### config.mk
export PLATFORM = sky130hd
export DESIGN_NAME = id_to_name_table_scan_flat
export DESIGN_NICKNAME = d
export VERILOG_FILES = /design/src/itn_pkg.sv /design/src/itn_ifs.sv /design/src/itn_step.sv /design/src/itn_outq.sv /design/src/id_to_name_table_scan.sv /design/src/flat_wrapper.sv
export VERILOG_INCLUDE_DIRS = /design/src /design/src/src
export SDC_FILE = /design/constraint.sdc
export NUM_CORES = 1
export LEC_CHECK = 0
export BUFFER_PORTS_ARGS = -buffer_cell sky130_fd_sc_hd__clkbuf_2
export CORE_MARGIN = 2
export CORE_UTILIZATION = 45
export CTS_CLUSTER_DIAMETER = 80
export DETAILED_ROUTE_END_ITERATION = 8
export PLACE_DENSITY_LB_ADDON = 0.12
export SLEW_MARGIN = 0
export SYNTH_ARGS = -nofsm -noshare
export SYNTH_HDL_FRONTEND = slang
export SYNTH_HIERARCHICAL = 1
export SYNTH_SLANG_ARGS = --single-unit
### constraint.sdc
create_clock -name clk -period 3.5 [get_ports clk]
set_clock_uncertainty 0.2 [all_clocks]
set_input_delay 1.05 -clock clk [delete_from_list [all_inputs] [get_ports clk]]
set_output_delay 1.05 -clock clk [all_outputs]
set_load 0.02 [all_outputs]
### src/id_to_name_table_scan_macros.svh
// ----------------------------------------------------------------------------
// Assertion macros for the id-to-name table scan block
// Concurrent assertion wrappers; empty when SYNTHESIS is defined.
// ----------------------------------------------------------------------------
`ifndef ID_TO_NAME_TABLE_SCAN_MACROS_SVH
`define ID_TO_NAME_TABLE_SCAN_MACROS_SVH

`ifndef SYNTHESIS

// cond must hold at every edge out of reset
`define ITN_ASSERT_ALWAYS(lbl, ck, rs, cond, msg) \
  lbl: assert property (@(posedge ck) disable iff (rs) (cond)) else $error(msg);

// ante at an edge implies cons at the same edge
`define ITN_ASSERT_IMPL(lbl, ck, rs, ante, cons, msg) \
  lbl: assert property (@(posedge ck) disable iff (rs) (ante) |-> (cons)) else $error(msg);

// ante at an edge implies cons at the next edge
`define ITN_ASSERT_NEXT(lbl, ck, rs, ante, cons, msg) \
  lbl: assert property (@(posedge ck) disable iff (rs) (ante) |=> (cons)) else $error(msg);

`else

`define ITN_ASSERT_ALWAYS(lbl, ck, rs, cond, msg)
`define ITN_ASSERT_IMPL(lbl, ck, rs, ante, cons, msg)
`define ITN_ASSERT_NEXT(lbl, ck, rs, ante, cons, msg)

`endif

`endif

### src/itn_pkg.sv
// ----------------------------------------------------------------------------
// itn_pkg
// Shared constants, codes and types of the id-to-name table scan block.
// ----------------------------------------------------------------------------
`timescale 1ns / 1ps
`default_nettype none

package itn_pkg;

  // Image layout
  localparam int HEADER_BYTES = 16;
  localparam int ENTRY_BYTES  = 16;
  localparam int NAME_CHARS   = 14;
  localparam int MAX_ENTRIES  = 256;

  // Name field is cut to what fits behind the two id bytes
  localparam int NAME_FIELD = (NAME_CHARS < ENTRY_BYTES - 2) ? NAME_CHARS : ENTRY_BYTES - 2;

  localparam int ENTRY_IDX_W = $clog2(MAX_ENTRIES + 1);

  // Result queue
  localparam int OUTQ_DEPTH = 4;
  localparam int PTR_W      = $clog2(OUTQ_DEPTH);
  localparam int LEVEL_W    = $clog2(OUTQ_DEPTH + 1);

  // Header bytes
  localparam logic [7:0] MAGIC [4] = '{8'h4D, 8'h44, 8'h43, 8'h41}; // "MDCA"
  localparam logic [7:0] POS_VERSION = 8'd4;
  localparam logic [7:0] POS_COUNT_LO = 8'd6;
  localparam logic [7:0] POS_COUNT_HI = 8'd7;

  // Character bounds
  localparam logic [7:0] CH_A    = 8'h41;
  localparam logic [7:0] CH_Z    = 8'h5A;
  localparam logic [7:0] CH_ZERO = 8'h30;
  localparam logic [7:0] CH_NINE = 8'h39;

  // Request function codes
  localparam logic FUNC_BEGIN = 1'b0;
  localparam logic FUNC_BYTE  = 1'b1;

  // Result kinds
  localparam logic KIND_CHAR  = 1'b0;
  localparam logic KIND_FINAL = 1'b1;

  typedef enum logic [2:0] {
    PH_IDLE,
    PH_HEADER,
    PH_ENTRY,
    PH_NAME,
    PH_DONE
  } phase_t;

  typedef enum logic [2:0] {
    OC_FOUND       = 3'd0,
    OC_NOT_FOUND   = 3'd1,
    OC_BAD_MAGIC   = 3'd2,
    OC_BAD_VERSION = 3'd3,
    OC_ID_ZERO     = 3'd4,
    OC_EMPTY_NAME  = 3'd5
  } outcome_t;

  // Everything one request produces: an optional character, then an
  // optional final item.
  typedef struct packed {
    logic       has_char;
    logic [7:0] name_char;
    logic       has_final;
    outcome_t   outcome;
  } itn_group_t;

endpackage

`default_nettype wire

### src/itn_ifs.sv
// ----------------------------------------------------------------------------
// itn channel interfaces
// Request, result and configuration channels with valid/ready handshake.
// ----------------------------------------------------------------------------
`timescale 1ns / 1ps
`default_nettype none

interface itn_req_if;
  logic        valid;
  logic        ready;
  logic        func;
  logic [15:0] query_id;
  logic [7:0]  image_byte;

  modport source (output valid, func, query_id, image_byte, input ready);
  modport sink   (input valid, func, query_id, image_byte, output ready);
endinterface

interface itn_res_if;
  logic       valid;
  logic       ready;
  logic       kind;
  logic [7:0] name_char;
  logic [2:0] outcome;
  logic       last;

  modport source (output valid, kind, name_char, outcome, last, input ready);
  modport sink   (input valid, kind, name_char, outcome, last, output ready);
endinterface

interface itn_cfg_if;
  logic       valid;
  logic       ready;
  logic [7:0] data;

  modport source (output valid, data, input ready);
  modport sink   (input valid, data, output ready);
endinterface

`default_nettype wire

### src/itn_step.sv
// ----------------------------------------------------------------------------
// itn_step
// Request register, scan state and the per-byte decision logic.
// ----------------------------------------------------------------------------
`timescale 1ns / 1ps
`default_nettype none

module itn_step import itn_pkg::*; (
  input  logic                 clk,
  input  logic                 rst,
  itn_req_if.sink              req,
  itn_cfg_if.sink              cfg,
  input  logic [LEVEL_W-1:0]   level,
  output logic                 push,
  output itn_group_t           group
);

  // request register
  logic        in_v;
  logic        in_func;
  logic [15:0] in_qid;
  logic [7:0]  in_byte;

  logic [7:0] expected_version;

  phase_t                 phase, phase_next;
  logic [7:0]             byte_pos, byte_pos_next;
  logic [ENTRY_IDX_W-1:0] entry_index, entry_index_next;
  logic [15:0]            entry_total, entry_total_next;
  logic [15:0]            wanted_id, wanted_id_next;
  logic [7:0]             id_high_byte, id_high_byte_next;
  logic [4:0]             chars_emitted, chars_emitted_next;

  logic                   accept;
  logic                   name_ok;
  logic                   magic_bad;
  logic                   ver_bad;
  logic                   hdr_last;
  logic                   ent_last;
  logic                   name_last;
  logic                   id_match;
  logic [15:0]            total_upd;
  logic [ENTRY_IDX_W-1:0] total_clamped;
  logic [ENTRY_IDX_W-1:0] idx_inc;
  logic                   table_end;

  // one group can still be in flight from the request register
  assign req.ready = !rst &&
    (({1'b0, level} + (LEVEL_W+1)'(in_v)) <= (LEVEL_W+1)'(OUTQ_DEPTH - 1));
  assign accept    = req.valid && req.ready;
  assign cfg.ready = !rst;

  always_ff @(posedge clk) begin
    if (rst) begin
      in_v <= 1'b0;
    end else begin
      in_v <= accept;
    end
    if (accept) begin
      in_func <= req.func;
      in_qid  <= req.query_id;
      in_byte <= req.image_byte;
    end
  end

  always_ff @(posedge clk) begin
    if (rst) begin
      expected_version <= 8'd1;
    end else if (cfg.valid && cfg.ready) begin
      expected_version <= cfg.data;
    end
  end

  assign name_ok   = ((in_byte >= CH_A) && (in_byte <= CH_Z)) ||
                     ((in_byte >= CH_ZERO) && (in_byte <= CH_NINE));
  assign magic_bad = (byte_pos < 8'd4) && (in_byte != MAGIC[byte_pos[1:0]]);
  assign ver_bad   = (byte_pos == POS_VERSION) && (in_byte != expected_version);
  assign hdr_last  = byte_pos >= 8'(HEADER_BYTES - 1);
  assign ent_last  = byte_pos >= 8'(ENTRY_BYTES - 1);
  assign name_last = ({1'b0, byte_pos} - 9'd1) >= 9'(NAME_FIELD);
  assign id_match  = (byte_pos == 8'd1) && ({id_high_byte, in_byte} == wanted_id);

  always_comb begin
    total_upd = entry_total;
    if (byte_pos == POS_COUNT_LO) begin
      total_upd = {entry_total[15:8], in_byte};
    end else if (byte_pos == POS_COUNT_HI) begin
      total_upd = {in_byte, entry_total[7:0]};
    end
  end

  assign total_clamped = (total_upd > 16'(MAX_ENTRIES)) ? ENTRY_IDX_W'(MAX_ENTRIES)
                                                       : total_upd[ENTRY_IDX_W-1:0];
  assign idx_inc   = entry_index + ENTRY_IDX_W'(1);
  assign table_end = 16'(idx_inc) >= entry_total;

  // next state
  always_comb begin
    phase_next         = phase;
    byte_pos_next      = byte_pos;
    entry_index_next   = entry_index;
    entry_total_next   = entry_total;
    wanted_id_next     = wanted_id;
    id_high_byte_next  = id_high_byte;
    chars_emitted_next = chars_emitted;
    if (in_v) begin
      if (in_func == FUNC_BEGIN) begin
        wanted_id_next     = in_qid;
        byte_pos_next      = 8'd0;
        entry_index_next   = '0;
        entry_total_next   = 16'd0;
        id_high_byte_next  = 8'd0;
        chars_emitted_next = 5'd0;
        phase_next         = (in_qid == 16'd0) ? PH_DONE : PH_HEADER;
      end else begin
        unique case (phase)
          PH_HEADER: begin
            entry_total_next = total_upd;
            if (magic_bad || ver_bad) begin
              phase_next = PH_DONE;
            end else if (hdr_last) begin
              entry_total_next = 16'(total_clamped);
              byte_pos_next    = 8'd0;
              entry_index_next = '0;
              phase_next       = (total_clamped == '0) ? PH_DONE : PH_ENTRY;
            end else begin
              byte_pos_next = byte_pos + 8'd1;
            end
          end
          PH_ENTRY: begin
            if (byte_pos == 8'd0) begin
              id_high_byte_next = in_byte;
            end
            if (id_match) begin
              phase_next         = PH_NAME;
              chars_emitted_next = 5'd0;
              byte_pos_next      = 8'd2;
            end else if (ent_last) begin
              byte_pos_next    = 8'd0;
              entry_index_next = idx_inc;
              if (table_end) begin
                phase_next = PH_DONE;
              end
            end else begin
              byte_pos_next = byte_pos + 8'd1;
            end
          end
          PH_NAME: begin
            byte_pos_next = byte_pos + 8'd1;
            if (name_ok) begin
              chars_emitted_next = chars_emitted + 5'd1;
            end
            if (!name_ok || name_last) begin
              phase_next = PH_DONE;
            end
          end
          PH_IDLE, PH_DONE: begin
            phase_next = phase;
          end
          default: begin
            phase_next = PH_IDLE;
          end
        endcase
      end
    end
  end

  // results of the registered request
  always_comb begin
    group = '{has_char: 1'b0, name_char: 8'd0, has_final: 1'b0, outcome: OC_FOUND};
    if (in_v) begin
      if (in_func == FUNC_BEGIN) begin
        if (in_qid == 16'd0) begin
          group.has_final = 1'b1;
          group.outcome   = OC_ID_ZERO;
        end
      end else begin
        unique case (phase)
          PH_HEADER: begin
            if (magic_bad) begin
              group.has_final = 1'b1;
              group.outcome   = OC_BAD_MAGIC;
            end else if (ver_bad) begin
              group.has_final = 1'b1;
              group.outcome   = OC_BAD_VERSION;
            end else if (hdr_last && (total_clamped == '0)) begin
              group.has_final = 1'b1;
              group.outcome   = OC_NOT_FOUND;
            end
          end
          PH_ENTRY: begin
            if (!id_match && ent_last && table_end) begin
              group.has_final = 1'b1;
              group.outcome   = OC_NOT_FOUND;
            end
          end
          PH_NAME: begin
            group.has_char  = name_ok;
            group.name_char = name_ok ? in_byte : 8'd0;
            group.has_final = !name_ok || name_last;
            group.outcome   = (name_ok || (chars_emitted != 5'd0)) ? OC_FOUND : OC_EMPTY_NAME;
          end
          default: begin
            group.has_final = 1'b0;
          end
        endcase
      end
    end
  end

  assign push = group.has_char || group.has_final;

  always_ff @(posedge clk) begin
    if (rst) begin
      phase         <= PH_IDLE;
      byte_pos      <= 8'd0;
      entry_index   <= '0;
      entry_total   <= 16'd0;
      wanted_id     <= 16'd0;
      id_high_byte  <= 8'd0;
      chars_emitted <= 5'd0;
    end else begin
      phase         <= phase_next;
      byte_pos      <= byte_pos_next;
      entry_index   <= entry_index_next;
      entry_total   <= entry_total_next;
      wanted_id     <= wanted_id_next;
      id_high_byte  <= id_high_byte_next;
      chars_emitted <= chars_emitted_next;
    end
  end

endmodule

`default_nettype wire

### src/itn_outq.sv
// ----------------------------------------------------------------------------
// itn_outq
// Result group queue; hands out a group's character and final item in turn.
// ----------------------------------------------------------------------------
`timescale 1ns / 1ps
`default_nettype none

module itn_outq import itn_pkg::*; (
  input  logic               clk,
  input  logic               rst,
  input  logic               push,
  input  itn_group_t         group,
  itn_res_if.source          res,
  output logic [LEVEL_W-1:0] level
);

  itn_group_t         mem [OUTQ_DEPTH];
  logic [PTR_W-1:0]   wr_ptr;
  logic [PTR_W-1:0]   rd_ptr;
  logic [LEVEL_W-1:0] count;
  logic               char_sent;

  itn_group_t head;
  logic       show_char;
  logic       take;
  logic       pop;

  assign head      = mem[rd_ptr];
  assign show_char = head.has_char && !char_sent;
  assign take      = res.valid && res.ready;
  // a group holding both items stays for a second handshake
  assign pop       = take && !(show_char && head.has_final);

  assign res.valid     = count != '0;
  assign res.kind      = show_char ? KIND_CHAR : KIND_FINAL;
  assign res.name_char = show_char ? head.name_char : 8'd0;
  assign res.outcome   = show_char ? OC_FOUND : head.outcome;
  assign res.last      = !show_char;
  assign level         = count;

  always_ff @(posedge clk) begin
    if (push) begin
      mem[wr_ptr] <= group;
    end
  end

  always_ff @(posedge clk) begin
    if (rst) begin
      wr_ptr    <= '0;
      rd_ptr    <= '0;
      count     <= '0;
      char_sent <= 1'b0;
    end else begin
      if (push) begin
        wr_ptr <= wr_ptr + PTR_W'(1);
      end
      if (pop) begin
        rd_ptr <= rd_ptr + PTR_W'(1);
      end
      count <= count + LEVEL_W'(push) - LEVEL_W'(pop);
      if (take) begin
        char_sent <= !pop;
      end
    end
  end

endmodule

`default_nettype wire

### src/id_to_name_table_scan.sv
// A taken request passes the request register, then the result queue, before its first result shows.
// Throughput: one request per cycle while req.ready is high; the output side moves one result per
//   cycle while res.ready is high; a matching name byte that also closes the lookup leaves as two results.
// Request ready drops during reset and when the four-group result queue may fill up.
// Reset (rst, synchronous, active high) returns the scan to idle, empties the
//   result queue and sets expected_version to 1.
// ----------------------------------------------------------------------------
// id_to_name_table_scan
// Looks up a 16-bit id in a streamed address-book image and returns its name.
// ----------------------------------------------------------------------------
`timescale 1ns / 1ps
`default_nettype none
`include "id_to_name_table_scan_macros.svh"

module id_to_name_table_scan import itn_pkg::*; (
  input  logic       clk,
  input  logic       rst,
  itn_req_if.sink    req,
  itn_res_if.source  res,
  itn_cfg_if.sink    cfg
);

  // Datapath overview
  //   itn_step registers each request, then decides combinationally what the
  //   byte means for the current phase (header check, entry id compare, name
  //   character filter) and updates the scan state.
  //   Whatever that request produces (a character, a final item or both)
  //   is written as one group into itn_outq, which sends the items out in
  //   order over the result channel.

  logic               push;
  itn_group_t         group;
  logic [LEVEL_W-1:0] level;

  itn_step u_step (
    .clk   (clk),
    .rst   (rst),
    .req   (req),
    .cfg   (cfg),
    .level (level),
    .push  (push),
    .group (group)
  );

  itn_outq u_outq (
    .clk   (clk),
    .rst   (rst),
    .push  (push),
    .group (group),
    .res   (res),
    .level (level)
  );

  // queue flow control must never let a group be written into a full queue
  `ITN_ASSERT_IMPL(a_no_overflow, clk, rst, push, level < LEVEL_W'(OUTQ_DEPTH), "result queue overflow")

  // a begin with id zero closes the lookup in the cycle after it is taken
  `ITN_ASSERT_NEXT(a_id_zero, clk, rst, req.valid && req.ready && (req.func == FUNC_BEGIN) && (req.query_id == 16'd0), push && group.has_final && (group.outcome == OC_ID_ZERO), "id zero not answered")

  // only letters and digits leave as name characters
  `ITN_ASSERT_IMPL(a_char_set, clk, rst, push && group.has_char, ((group.name_char >= CH_A) && (group.name_char <= CH_Z)) || ((group.name_char >= CH_ZERO) && (group.name_char <= CH_NINE)), "bad name character")

  // final items carry a defined outcome code
  `ITN_ASSERT_IMPL(a_final_code, clk, rst, res.valid && (res.kind == KIND_FINAL), res.last && (res.outcome <= 3'(OC_EMPTY_NAME)), "bad final item")

endmodule

`default_nettype wire
### src/flat_wrapper.sv
// flat-port wrapper written by rule: the top's interface ports become plain ports
module id_to_name_table_scan_flat import itn_pkg::*;
  (clk, rst, req_valid, req_func, req_query_id, req_image_byte, req_ready, res_valid, res_kind, res_name_char, res_outcome, res_last, res_ready, cfg_valid, cfg_data, cfg_ready);
  itn_req_if req_i ();
  itn_res_if res_i ();
  itn_cfg_if cfg_i ();
  input  logic clk;
  input  logic rst;
  input wire logic [$bits(req_i.valid)-1:0] req_valid;
  input wire logic [$bits(req_i.func)-1:0] req_func;
  input wire logic [$bits(req_i.query_id)-1:0] req_query_id;
  input wire logic [$bits(req_i.image_byte)-1:0] req_image_byte;
  output wire logic [$bits(req_i.ready)-1:0] req_ready;
  output wire logic [$bits(res_i.valid)-1:0] res_valid;
  output wire logic [$bits(res_i.kind)-1:0] res_kind;
  output wire logic [$bits(res_i.name_char)-1:0] res_name_char;
  output wire logic [$bits(res_i.outcome)-1:0] res_outcome;
  output wire logic [$bits(res_i.last)-1:0] res_last;
  input wire logic [$bits(res_i.ready)-1:0] res_ready;
  input wire logic [$bits(cfg_i.valid)-1:0] cfg_valid;
  input wire logic [$bits(cfg_i.data)-1:0] cfg_data;
  output wire logic [$bits(cfg_i.ready)-1:0] cfg_ready;
  assign req_i.valid = req_valid;
  assign req_i.func = req_func;
  assign req_i.query_id = req_query_id;
  assign req_i.image_byte = req_image_byte;
  assign req_ready = req_i.ready;
  assign res_valid = res_i.valid;
  assign res_kind = res_i.kind;
  assign res_name_char = res_i.name_char;
  assign res_outcome = res_i.outcome;
  assign res_last = res_i.last;
  assign res_i.ready = res_ready;
  assign cfg_i.valid = cfg_valid;
  assign cfg_i.data = cfg_data;
  assign cfg_ready = cfg_i.ready;
  id_to_name_table_scan u_core (.clk(clk), .rst(rst), .req(req_i), .res(res_i), .cfg(cfg_i));
endmodule
==> impl_metrics.csv, run 1 <==
group,metric,value,unit
run_status,status,"finished, final reports clean",
global_routing,global_route.usage.met1,24.3,%
synth,netlist_instances,714,
synth,ys_seq_area_share,51.6,%
floorplanning,start_util,46.3,%
clocking,clk_latency,0.43,ns
final_layout,postLayoutCoreUtil,54.9,%
clocking,root_buffer,"clkbuf_16",
synth,syn_nets,774,
drt,wirelength,17500,um
global_routing,grt_busiest_layer,"met2",
critical_path,end_kind,"register",
drt,drcViolationCount,0,
sta,max_freq,291,MHz
floorplanning,die_h,135,um
clocking,cts_buffer_depth,2,
critical_path,r2r_slack,0.06,ns
power,irDropWorstVdd,0.484,mV
floorplanning,rows,47,
drt,dr.first_iter.drc_count,375,
global_routing,use_met3,4.13,%
critical_path,worst_setup_path_start_kind,"register",
floorplanning,core,16700,um2
clocking,clkTransAtPathRegs,0.06,ns
drt,wire_per_inst,16.9,um
clocking,cts-hold-fix-buffers,0,
power,seq_power_share,46.0,%
final_layout,layout_commonest_cell,"dfxtp_1",
sta,period_needed,3.44,ns
power,combPwrFrac,14.7,%
final_layout,final_cell_mix,"dfxtp_1, edfxtp_1, nand2_1",
critical_path,ff2ff_path_depth,18,
sta,finalSetupViolCount,0,
global_routing,grt_start_max_net_pins,59,
synth,syn_area_per_cell,10.8,um2
floorplanning,die_area,18300,um2
power,p_sw_share,25.9,%
global_routing,grt_pass1_vias,5758,
drt,vias,5702,
critical_path,worstSetupPathType,"register to register",
power,power.leakage,3.33,nW
floorplanning,num_io_pins,54,
sta,hold_violations,0,
synth,synth-edff-count,77,
hold_path,hold_path.class,"register to register",
critical_path,timing.rr.start,"u_core/u_step/entry_index[0]",
power,p_per_area,499,nW/um2
final_layout,diodes,0,
synth,yosysWarningCount,6,
synth,syn_area,7740,um2
place,port_buffers,53,
synth,synthArstFlopShare,0,%
global_routing,grt_pass1_wl,28500,um
clocking,numCtsBuffers,17,
drt,dr.pass1.iters,7,
critical_path,cp.required,3.65,ns
drt,ant_nets,0,
sta,fin_crit_sh,98.2,%
floorplanning,die_w,135,um
synth,synth_seq_cells,161,
final_layout,area_growth_syn_to_layout,18.5,%
global_routing,gr-usage-met2,34.7,%
power,pwr-share-clk,39.2,%
sta,tightestPinTransition,1.01,ns
final_layout,nNetsFinal,863,
sta,rsz0062_at_grt,"true",
synth,synth_top_flop_cell,"dfxtp_1",
place,gp_congestion,0.845,
critical_path,timing.rr.end,"u_core/u_outq/level[2]",
place,hpwl,12700,um
synth,synth_cell_types,78,
hold_path,min_to,"u_core/u_step/wanted_id[8]",
sta,relSlewSlack,32.7,%
power,intPower,3.39,mW
final_layout,post_route_cells_drive_above_1_share,23.9,%
global_routing,grt_use_total,20.3,%
hold_path,hold_depth,2,
clocking,numClockSinks,161,
global_routing,antenna_found_initial,0,
critical_path,crit_path_max_fanout,5,
sta,drv_slew,0,
drt,avgViaCountPerCell,5.50,
global_routing,grt-ovfl-total,0,
sta,finalHoldWorstSlack,0.275,ns
clocking,cts_tree,"yes",
flow_run,drv_cap,0,
power,power_switching,1.19,mW
critical_path,crit_arrival,3.59,ns
clocking,htreeDepth,4,
hold_path,hold_start,"u_core/u_step/wanted_id[8]",
[how the worst max path moves through the flow]
stage	start	to	slack, ns	depth (start not counted)
2_1_floorplan	u_core/u_step/entry_index[1]	u_core/u_outq/level[2]	0.005	18
3_3_place_gp	u_core/u_step/entry_index[1]	u_core/u_outq/level[2]	0.07	18
3_5_place_dp	u_core/u_step/entry_index[1]	u_core/u_outq/level[2]	-0.03	18
4_1_cts	u_core/u_step/entry_index[2]	u_core/u_outq/level[2]	0.02	16
5_1_grt	u_core/u_step/entry_index[0]	u_core/u_outq/level[2]	-0.19	18
6_report	u_core/u_step/entry_index[0]	u_core/u_outq/level[2]	0.06	18
[power by group through the flow]
stage	Clock, mW	Combinational [mW]	Sequential, mW
floorplan	0	0.478	2.13
global placement	0	0.661	2.15
detailed placement	0	0.673	2.15
CTS	1.84	0.675	2.11
global route	1.92	0.742	2.12
finish	1.80	0.673	2.11
[area by class of cell]
type	instances	area [um2]
Multi-Input combinational cell	493	3560
Timing Repair Buffer	107	671
Inverter	23	86.3
Fill cell	1481	7530
Clock inverter	13	136
Tap cell	220	275
Sequential cell	161	4000
Clock buffer	19	443
[Yosys cell counts (all sizes together) (19+ instances only)]
library cell | n | area (um2)
xnor2 | 21 | 184
ha | 21 | 263
dfxtp | 84 | 1680
a21oi | 38 | 201
clkbuf | 20 | 75.1
and2 | 19 | 119
inv | 22 | 82.6
xor2 | 20 | 175
o21ai | 21 | 109
edfxtp | 77 | 2310
nand3 | 22 | 123
nor2 | 65 | 244
nand2 | 75 | 287
[worst max-delay path, stage by stage (launching register included)]
cell and delay (ns):
dfxtp_4 0.37, ha_4 0.13, and3_4 0.18, and3_4 0.18
nand3_1 0.11, xnor2_2 0.17, ha_1 0.27, nor2_1 0.04
nor4_1 0.19, o21a_1 0.20, nand2_2 0.07, a41oi_2 0.15
or2_4 0.17, ha_1 0.14, inv_1 0.05, fa_2 0.33
xor2_1 0.15, and2_1 0.17, nor3_2 0.10
[timing repair]
action                     in CTS  in global routing
buffers inserted                0                  1
pin swaps                       1                  0
setup endpoints to repair       1                 41
gates resized for setup         3                 13
[metal layers]
layer,wire (um),part of all wire (%)
met1,7450,43
met2,8710,50
met3,697,4.0
met4,612,3.5
met5,0,0
[sequential cells by signal, indices dropped and copies added, names as in the netlist, 5 cells and up, named ones only]
| register | flops |
|---|---|
| u_core/u_step/byte_pos | 8 |
| u_core/u_step/chars_emitted | 5 |
| u_core/u_outq/mem | 52 |
| u_core/u_step/in_byte | 8 |
| u_core/u_step/in_qid | 16 |
| u_core/u_step/expected_version | 8 |
| u_core/u_step/entry_index | 9 |
| u_core/u_step/wanted_id | 16 |
| u_core/u_step/entry_total | 16 |
| u_core/u_step/id_high_byte | 8 |
[through the flow]
stage | instance area, um2 | setup WS (ns) | total power, mW | setup TNS, ns | instances
finish | 9170 | 0.0615 | 4.58 | 0 | 1036
global route | 9170 | -0.189 | 4.77 | -1.22 | 1036
CTS | 9110 | 0.0157 | 4.63 | 0 | 1035
detailed placement | 8530 | -0.0276 | 2.82 | -0.0276 | 1003
global placement | 8530 | 0.0685 | 2.81 | 0 | 1003
floorplan | 7760 | 0.00485 | 2.60 | 0 | 714
[cells by family after synthesis]
group / after synthesis / share of synthesized area (%)
xor gates and xnor gates: 41 / 4.64
other: 1 / 0.0485
adders and majority gates: 22 / 3.65
buffers and inverters: 60 / 3.40
and+or+nand+nor: 269 / 17.8
DFF: 161 / 51.6
AOI/OAI and AO/OA: 129 / 12.5
muxes: 31 / 6.36
No activity file was read; power rests on OpenSTA's default activity.
==> run 2, diff against run 1 <==
--- a/config.mk
+++ b/config.mk
@@ -8,10 +8,11 @@
 export LEC_CHECK = 0
 export BUFFER_PORTS_ARGS = -buffer_cell sky130_fd_sc_hd__clkbuf_2
 export CORE_MARGIN = 2
-export CORE_UTILIZATION = 45
+export CORE_UTILIZATION = 55
 export CTS_CLUSTER_DIAMETER = 80
 export DETAILED_ROUTE_END_ITERATION = 8
 export PLACE_DENSITY_LB_ADDON = 0.12
+export RECOVER_POWER = 25
 export SLEW_MARGIN = 0
 export SYNTH_ARGS = -nofsm -noshare
 export SYNTH_HDL_FRONTEND = slang
==> run 2 against run 1 <==
Net effect: the flow now finishes with violations (negative setup slack); first-iteration DRC count is 15% lower; sequential share of layout area is 0.17 points higher; die area is 18% lower; worst hold slack lost 0.0027 ns; final cell count down 4.2%; fmax down 2.4%; final area fell by 0.33%; critical path depth is the same; largest power group unchanged.
==> impl_metrics.csv, run 2 (synthesized netlist as in run 1, its figures left out) <==
group,metric,value,unit
clocking,clk_latency,0.42,ns
sta,drv_slew,0,
power,intPower,3.49,mW
global_routing,grt_pass1_vias,5989,
drt,ant_nets,0,
floorplanning,start_util,56.0,%
final_layout,area_growth_syn_to_layout,18.2,%
clocking,cts-hold-fix-buffers,0,
power,combPwrFrac,14.6,%
place,hpwl,12600,um
drt,vias,5802,
critical_path,cp_slowest_cell,"fa_2",
final_layout,largest_reg_flops,52,
clocking,numCtsBuffers,17,
flow_run,drv_cap,0,
drt,dr.first_iter.drc_count,317,
critical_path,r2r_slack,-0.02,ns
sta,finalHoldWorstSlack,0.272,ns
sta,rsz0062_at_grt,"true",
critical_path,timing.rr.start,"u_core/u_step/entry_index[1]",
critical_path,cp.required,3.58,ns
place,dpl_cell_area,8410,um2
global_routing,grt_start_max_net_pins,76,
run_status,violations,"negative setup slack",
drt,dr.pass1.iters,5,
place,gp_congestion,0.937,
floorplanning,die_w,123,um
hold_path,min_to,"u_core/u_step/wanted_id[0]",
critical_path,crit_arrival,3.60,ns
sta,period_needed,3.52,ns
global_routing,grt_use_total,25.8,%
clocking,cts_buffer_depth,2,
power,irDropWorstVdd,0.314,mV
drt,drcViolationCount,0,
final_layout,post_route_cells_drive_above_1_share,23.6,%
critical_path,worst_setup_path_start_kind,"register",
floorplanning,num_io_pins,54,
final_layout,final_area,9140,um2
sta,max_freq,284,MHz
global_routing,grt_pass1_wl,29300,um
hold_path,hold_start,"u_core/u_step/wanted_id[0]",
sta,relSlewSlack,29.1,%
clocking,clkTransAtPathRegs,0.06,ns
power,power_switching,1.18,mW
floorplanning,rows,43,
sta,fin_crit_sh,101,%
power,pwr-share-clk,40.0,%
critical_path,worstSetupPathType,"register to register",
critical_path,critPathBufInv,2,
sta,tightestPinTransition,1.06,ns
drt,wirelength,18100,um
floorplanning,die_h,123,um
clocking,cts_tree,"yes",
power,p_sw_share,25.2,%
clocking,htreeDepth,4,
sta,finalSetupViolCount,1,
final_layout,postLayoutCoreUtil,66.1,%
power,p_per_area,510,nW/um2
critical_path,crit_path_cell_trace,"ha_4 > and3_4 > and3_4 > buf_6 > xor2_1 > ha_1 > o211ai_1 > a31oi_1 > o21a_1 > nand2_2 > a41oi_2 > or2_4 > ha_4 > inv_2 > fa_2 > xor2_2 > and2_4 > nor3_2",
critical_path,crit_family,"adder cells",
global_routing,antenna_found_initial,0,
run_status,status,"complete, but fails checks",
critical_path,end_kind,"register",
global_routing,grt-ovfl-total,0,
final_layout,diodes,0,
place,port_buffers,53,
clocking,root_buffer,"clkbuf_16",
drt,avgViaCountPerCell,5.85,
critical_path,timing.rr.end,"u_core/u_outq/level[2]",
critical_path,ff2ff_path_depth,18,
final_layout,nNetsFinal,860,
sta,setup_ws,-0.0226,ns
clocking,numClockSinks,161,
sta,hold_violations,0,
power,power.leakage,3.33,nW
final_layout,final_cell_mix,"dfxtp_1, edfxtp_1, nand2_1",
drt,wire_per_inst,18.2,um
critical_path,slowest_delay,0.37,ns
power,seq_power_share,45.4,%
final_layout,layout_commonest_cell,"dfxtp_1",
hold_path,hold_depth,2,
final_layout,regMostFlops,"u_core/u_outq/mem",
floorplanning,die_area,15000,um2
floorplanning,core,13800,um2
hold_path,hold_path.class,"register to register",
critical_path,crit_path_max_fanout,6,
-- run 2: cell types whose count changed in the layout (fill, tap and decap cells not counted), moves of 2 or more --
cell and delta:
and2_1 -3, and2_2 +2, buf_4 -5, clkbuf_1 +3, clkbuf_16 +2, clkinv_4 -3
clkinvlp_4 -2
-- run 2: how the worst max path moves through the flow --
stage / start / endpoint / cells after the start
final: u_core/u_step/entry_index[1] / u_core/u_outq/level[2] / 18
after global routing: u_core/u_step/entry_index[2] / u_core/u_outq/level[2] / 17
after CTS: u_core/u_step/entry_index[1] / u_core/u_outq/level[2] / 18
after detailed placement: u_core/u_step/entry_index[1] / u_core/u_outq/level[2] / 18
after global placement: u_core/u_step/entry_index[1] / u_core/u_outq/level[2] / 18
after floorplan: u_core/u_step/entry_index[1] / u_core/u_outq/level[2] / 18
-- run 2: through the flow --
stage	instances	TNS [ns]	power, mW	worst slack, ns
4_1_cts	991	-0.105	4.68	-0.105
6_report	992	-0.0226	4.66	-0.0226
3_3_place_gp	954	-0.0141	2.79	-0.0141
5_1_grt	992	-0.247	4.85	-0.235
3_5_place_dp	954	-0.456	2.81	-0.116
2_1_floorplan	714	0	2.60	0.00485
-- run 2: per-layer routing --
layer	track usage, %	vias up	part of all wire [%]
met3	4.83	49	4.6
met2	46.0	176	52
met5	0	-	0
li1	-	2769	-
met1	30.2	2808	41
met4	11.3	0	2.8
-- run 2: final cells by class --
class                   instances  area, um2
clock buffers                  23        510
clock inverters                 8       96.3
well taps                     180        225
inverters                      23       86.3
multi-input cells             493       3570
repair buffers                104        647
flip-flops and latches        161       4000
fillers                      1057       4680
-- run 2: worst register-to-register path, stage by stage (launching register included) --
cell and delay, ns:
dfxtp_4 0.35, ha_4 0.15, and3_4 0.17, and3_4 0.18, buf_6 0.11, xor2_1 0.14
ha_1 0.28, o211ai_1 0.07, a31oi_1 0.15, o21a_1 0.20, nand2_2 0.08, a41oi_2 0.18
or2_4 0.20, ha_4 0.14, inv_2 0.03, fa_2 0.37, xor2_2 0.17, and2_4 0.16
nor3_2 0.03
-- run 2: timing repair --
item,CTS,global route
endpoints found under the setup margin,53,46
pin swaps,4,8
gates resized for setup,10,13
buffers inserted,6,1
-- run 2: power by group through the flow --
stage	sequential (mW)	clock [mW]	combinational, mW
floorplan	2.13	0	0.478
global placement	2.15	0	0.641
detailed placement	2.15	0	0.655
CTS	2.11	1.90	0.667
global route	2.13	1.97	0.753
finish	2.12	1.87	0.680
==> run 3, diff against run 2 <==
--- a/config.mk
+++ b/config.mk
@@ -8,9 +8,10 @@
 export LEC_CHECK = 0
 export BUFFER_PORTS_ARGS = -buffer_cell sky130_fd_sc_hd__clkbuf_2
 export CORE_MARGIN = 2
-export CORE_UTILIZATION = 55
+export CORE_UTILIZATION = 56
 export CTS_CLUSTER_DIAMETER = 80
 export DETAILED_ROUTE_END_ITERATION = 8
+export GPL_TIMING_DRIVEN = 0
 export PLACE_DENSITY_LB_ADDON = 0.12
 export RECOVER_POWER = 25
 export SLEW_MARGIN = 0
==> constraint.sdc (replaced) <==
create_clock -name clk -period 4.3 [get_ports clk]
set_clock_uncertainty 0.2 [all_clocks]
set_input_delay 1.29 -clock clk [delete_from_list [all_inputs] [get_ports clk]]
set_output_delay 1.29 -clock clk [all_outputs]
set_load 0.02 [all_outputs]
==> run 3 against run 2 <==
Net effect: the run now ends clean; critical path depth down 4; routed wire length down 2.4%; sequential cell count unchanged; sequential share of layout area up 1.6 points; critical endpoint unchanged; largest cell class unchanged.
==> impl_metrics.csv, run 3 (synthesized netlist as in run 1, its figures left out) <==
group,metric,value,unit
critical_path,cp.required,4.44,ns
critical_path,crit_arrival,4.13,ns
place,hpwl,12600,um
place,place_ws,0.0419,ns
hold_path,hold_start,"u_core/u_step/wanted_id[3]",
global_routing,antenna_found_initial,0,
critical_path,crit_start,"u_core/u_step/byte_pos[5]",
run_status,status,"finished, final reports clean",
sta,finalHoldWorstSlack,0.269,ns
drt,wirelength,17600,um
power,power_switching,0.954,mW
drt,dr.first_iter.drc_count,373,
sta,drv_slew,0,
final_layout,diodes,0,
critical_path,crit_cells,14,
flow_run,drv_cap,0,
floorplanning,die_area,14800,um2
critical_path,timing.rr.end,"u_core/u_outq/level[2]",
floorplanning,start_util,58.0,%
final_layout,final_cell_mix,"dfxtp_1, edfxtp_1, nand2_1",
power,pwr-share-clk,38.7,%
power,total_power,3.65,mW
place,gp_congestion,0.909,
power,seq_power_share,46.9,%
floorplanning,die_h,122,um
clocking,cts_buffer_depth,2,
sta,period_needed,3.99,ns
sta,finalSetupViolCount,0,
critical_path,timing.rr.start,"u_core/u_step/byte_pos[5]",
clocking,clk_latency,0.42,ns
sta,tightestPinTransition,1.14,ns
final_layout,regMostFlops,"u_core/u_outq/mem",
clocking,cts_tree,"yes",
power,power.leakage,3.13,nW
global_routing,grt_use_total,25.6,%
clocking,numCtsBuffers,17,
drt,wire_per_inst,18.0,um
global_routing,grt-ovfl-total,0,
global_routing,grt_busiest_layer,"met2",
global_routing,use_met3,5.85,%
drt,ant_nets,0,
clocking,htreeDepth,4,
critical_path,crit_path_max_fanout,8,
global_routing,gr-usage-met2,45.4,%
final_layout,largest_reg_flops,52,
power,irDropWorstVdd,0.272,mV
power,p_sw_share,26.1,%
floorplanning,num_io_pins,54,
global_routing,grt_pass1_wl,28900,um
critical_path,ff2ff_path_depth,14,
critical_path,cp_slowest_cell,"nor4_4",
drt,dr.pass1.iters,4,
clocking,cts-hold-fix-buffers,0,
sta,max_freq,251,MHz
place,port_buffers,52,
critical_path,worst_setup_path_start_kind,"register",
floorplanning,rows,42,
final_layout,multi_input_area,3490,um2
floorplanning,die_w,122,um
power,intPower,2.70,mW
critical_path,crit_family,"simple AND/OR/NAND/NOR gates",
final_layout,fillCellCount,1072,
global_routing,grt_pass1_vias,5826,
clocking,clkTransAtPathRegs,0.06,ns
final_layout,regArea,4000,um2
clocking,numClockSinks,161,
global_routing,grt_start_max_net_pins,26,
drt,drcViolationCount,0,
hold_path,hold_path.class,"register to register",
final_layout,nNetsFinal,847,
drt,avgViaCountPerCell,5.89,
floorplanning,core,13300,um2
global_routing,global_route.usage.met1,30.6,%
critical_path,crit_path_end,"u_core/u_outq/level[2]",
power,p_per_area,415,nW/um2
final_layout,layout_commonest_cell,"dfxtp_1",
critical_path,critPathBufInv,2,
sta,setup_ws,0.311,ns
clocking,root_buffer,"clkbuf_16",
final_layout,post_route_cells_drive_above_1_share,17.4,%
critical_path,worstSetupPathType,"register to register",
critical_path,r2r_slack,0.31,ns
sta,fin_crit_sh,92.8,%
drt,vias,5751,
critical_path,crit_path_cell_trace,"buf_4 > nor4_4 > and3_1 > mux2i_1 > and4_1 > nand2_1 > a41oi_4 > or2_4 > ha_1 > inv_1 > fa_1 > xor2_1 > and2_1 > nor3_1",
sta,relSlewSlack,24.0,%
sta,hold_violations,0,
critical_path,end_kind,"register",
power,combPwrFrac,14.4,%
final_layout,area_growth_syn_to_layout,13.7,%
critical_path,slowest_delay,0.54,ns
-- run 3: worst register-to-register path, cell delays in order, from the launching register on --
cell	delay, ns
dfxtp_1	0.30
buf_4	0.16
nor4_4	0.54
and3_1	0.40
mux2i_1	0.43
and4_1	0.28
nand2_1	0.09
a41oi_4	0.30
or2_4	0.21
ha_1	0.15
inv_1	0.05
fa_1	0.37
xor2_1	0.16
and2_1	0.16
nor3_1	0.13
-- run 3: area by class of cell --
class / count / area share (%)
Tap cell: 176 / 2.50
Timing Repair Buffer: 54 / 3.11
Buffer: 37 / 1.92
Multi-Input combinational cell: 493 / 39.7
Clock buffer: 20 / 5.19
Clock inverter: 12 / 1.22
Inverter: 23 / 0.981
Sequential cell: 161 / 45.4
-- run 3: routing by layer --
metal	vias to the layer above	routed length, um
met5	-	0
met3	28	811
met2	185	8980
li1	2751	-
met1	2787	7430
met4	0	397
-- run 3: power by group through the flow --
stage | sequential (mW) | combinational, mW | clock (mW)
finish | 1.71 | 0.524 | 1.41
global route | 1.72 | 0.580 | 1.51
CTS | 1.71 | 0.541 | 1.44
detailed placement | 1.74 | 0.538 | 0
global placement | 1.74 | 0.527 | 0
floorplan | 1.73 | 0.389 | 0
-- run 3: worst min path at each step --
stage,endpoint,slack [ns],cells past startpoint
floorplan,u_core/u_step/chars_emitted[4],0.24,1
global placement,u_core/u_step/wanted_id[1],0.26,2
detailed placement,u_core/u_step/wanted_id[3],0.26,2
CTS,u_core/u_step/wanted_id[3],0.27,2
global route,u_core/u_step/wanted_id[2],0.30,2
finish,u_core/u_step/wanted_id[3],0.27,2
-- run 3: what timing repair did --
item | CTS | global route
resized for setup | 1 | 7
pin swaps | 0 | 1
endpoints found under the setup margin | 1 | 54
setup buffers | 0 | 2
-- run 3: stage by stage --
step                TNS [ns]  instances  util, %  instance area, um2
floorplan                  0        714        -                7740
finish                     0        976     65.9                8800
CTS                        0        974     65.9                8790
global placement           0        942     61.6                8220
detailed placement         0        942     61.6                8220
global route        -0.00679        976     65.9                8800
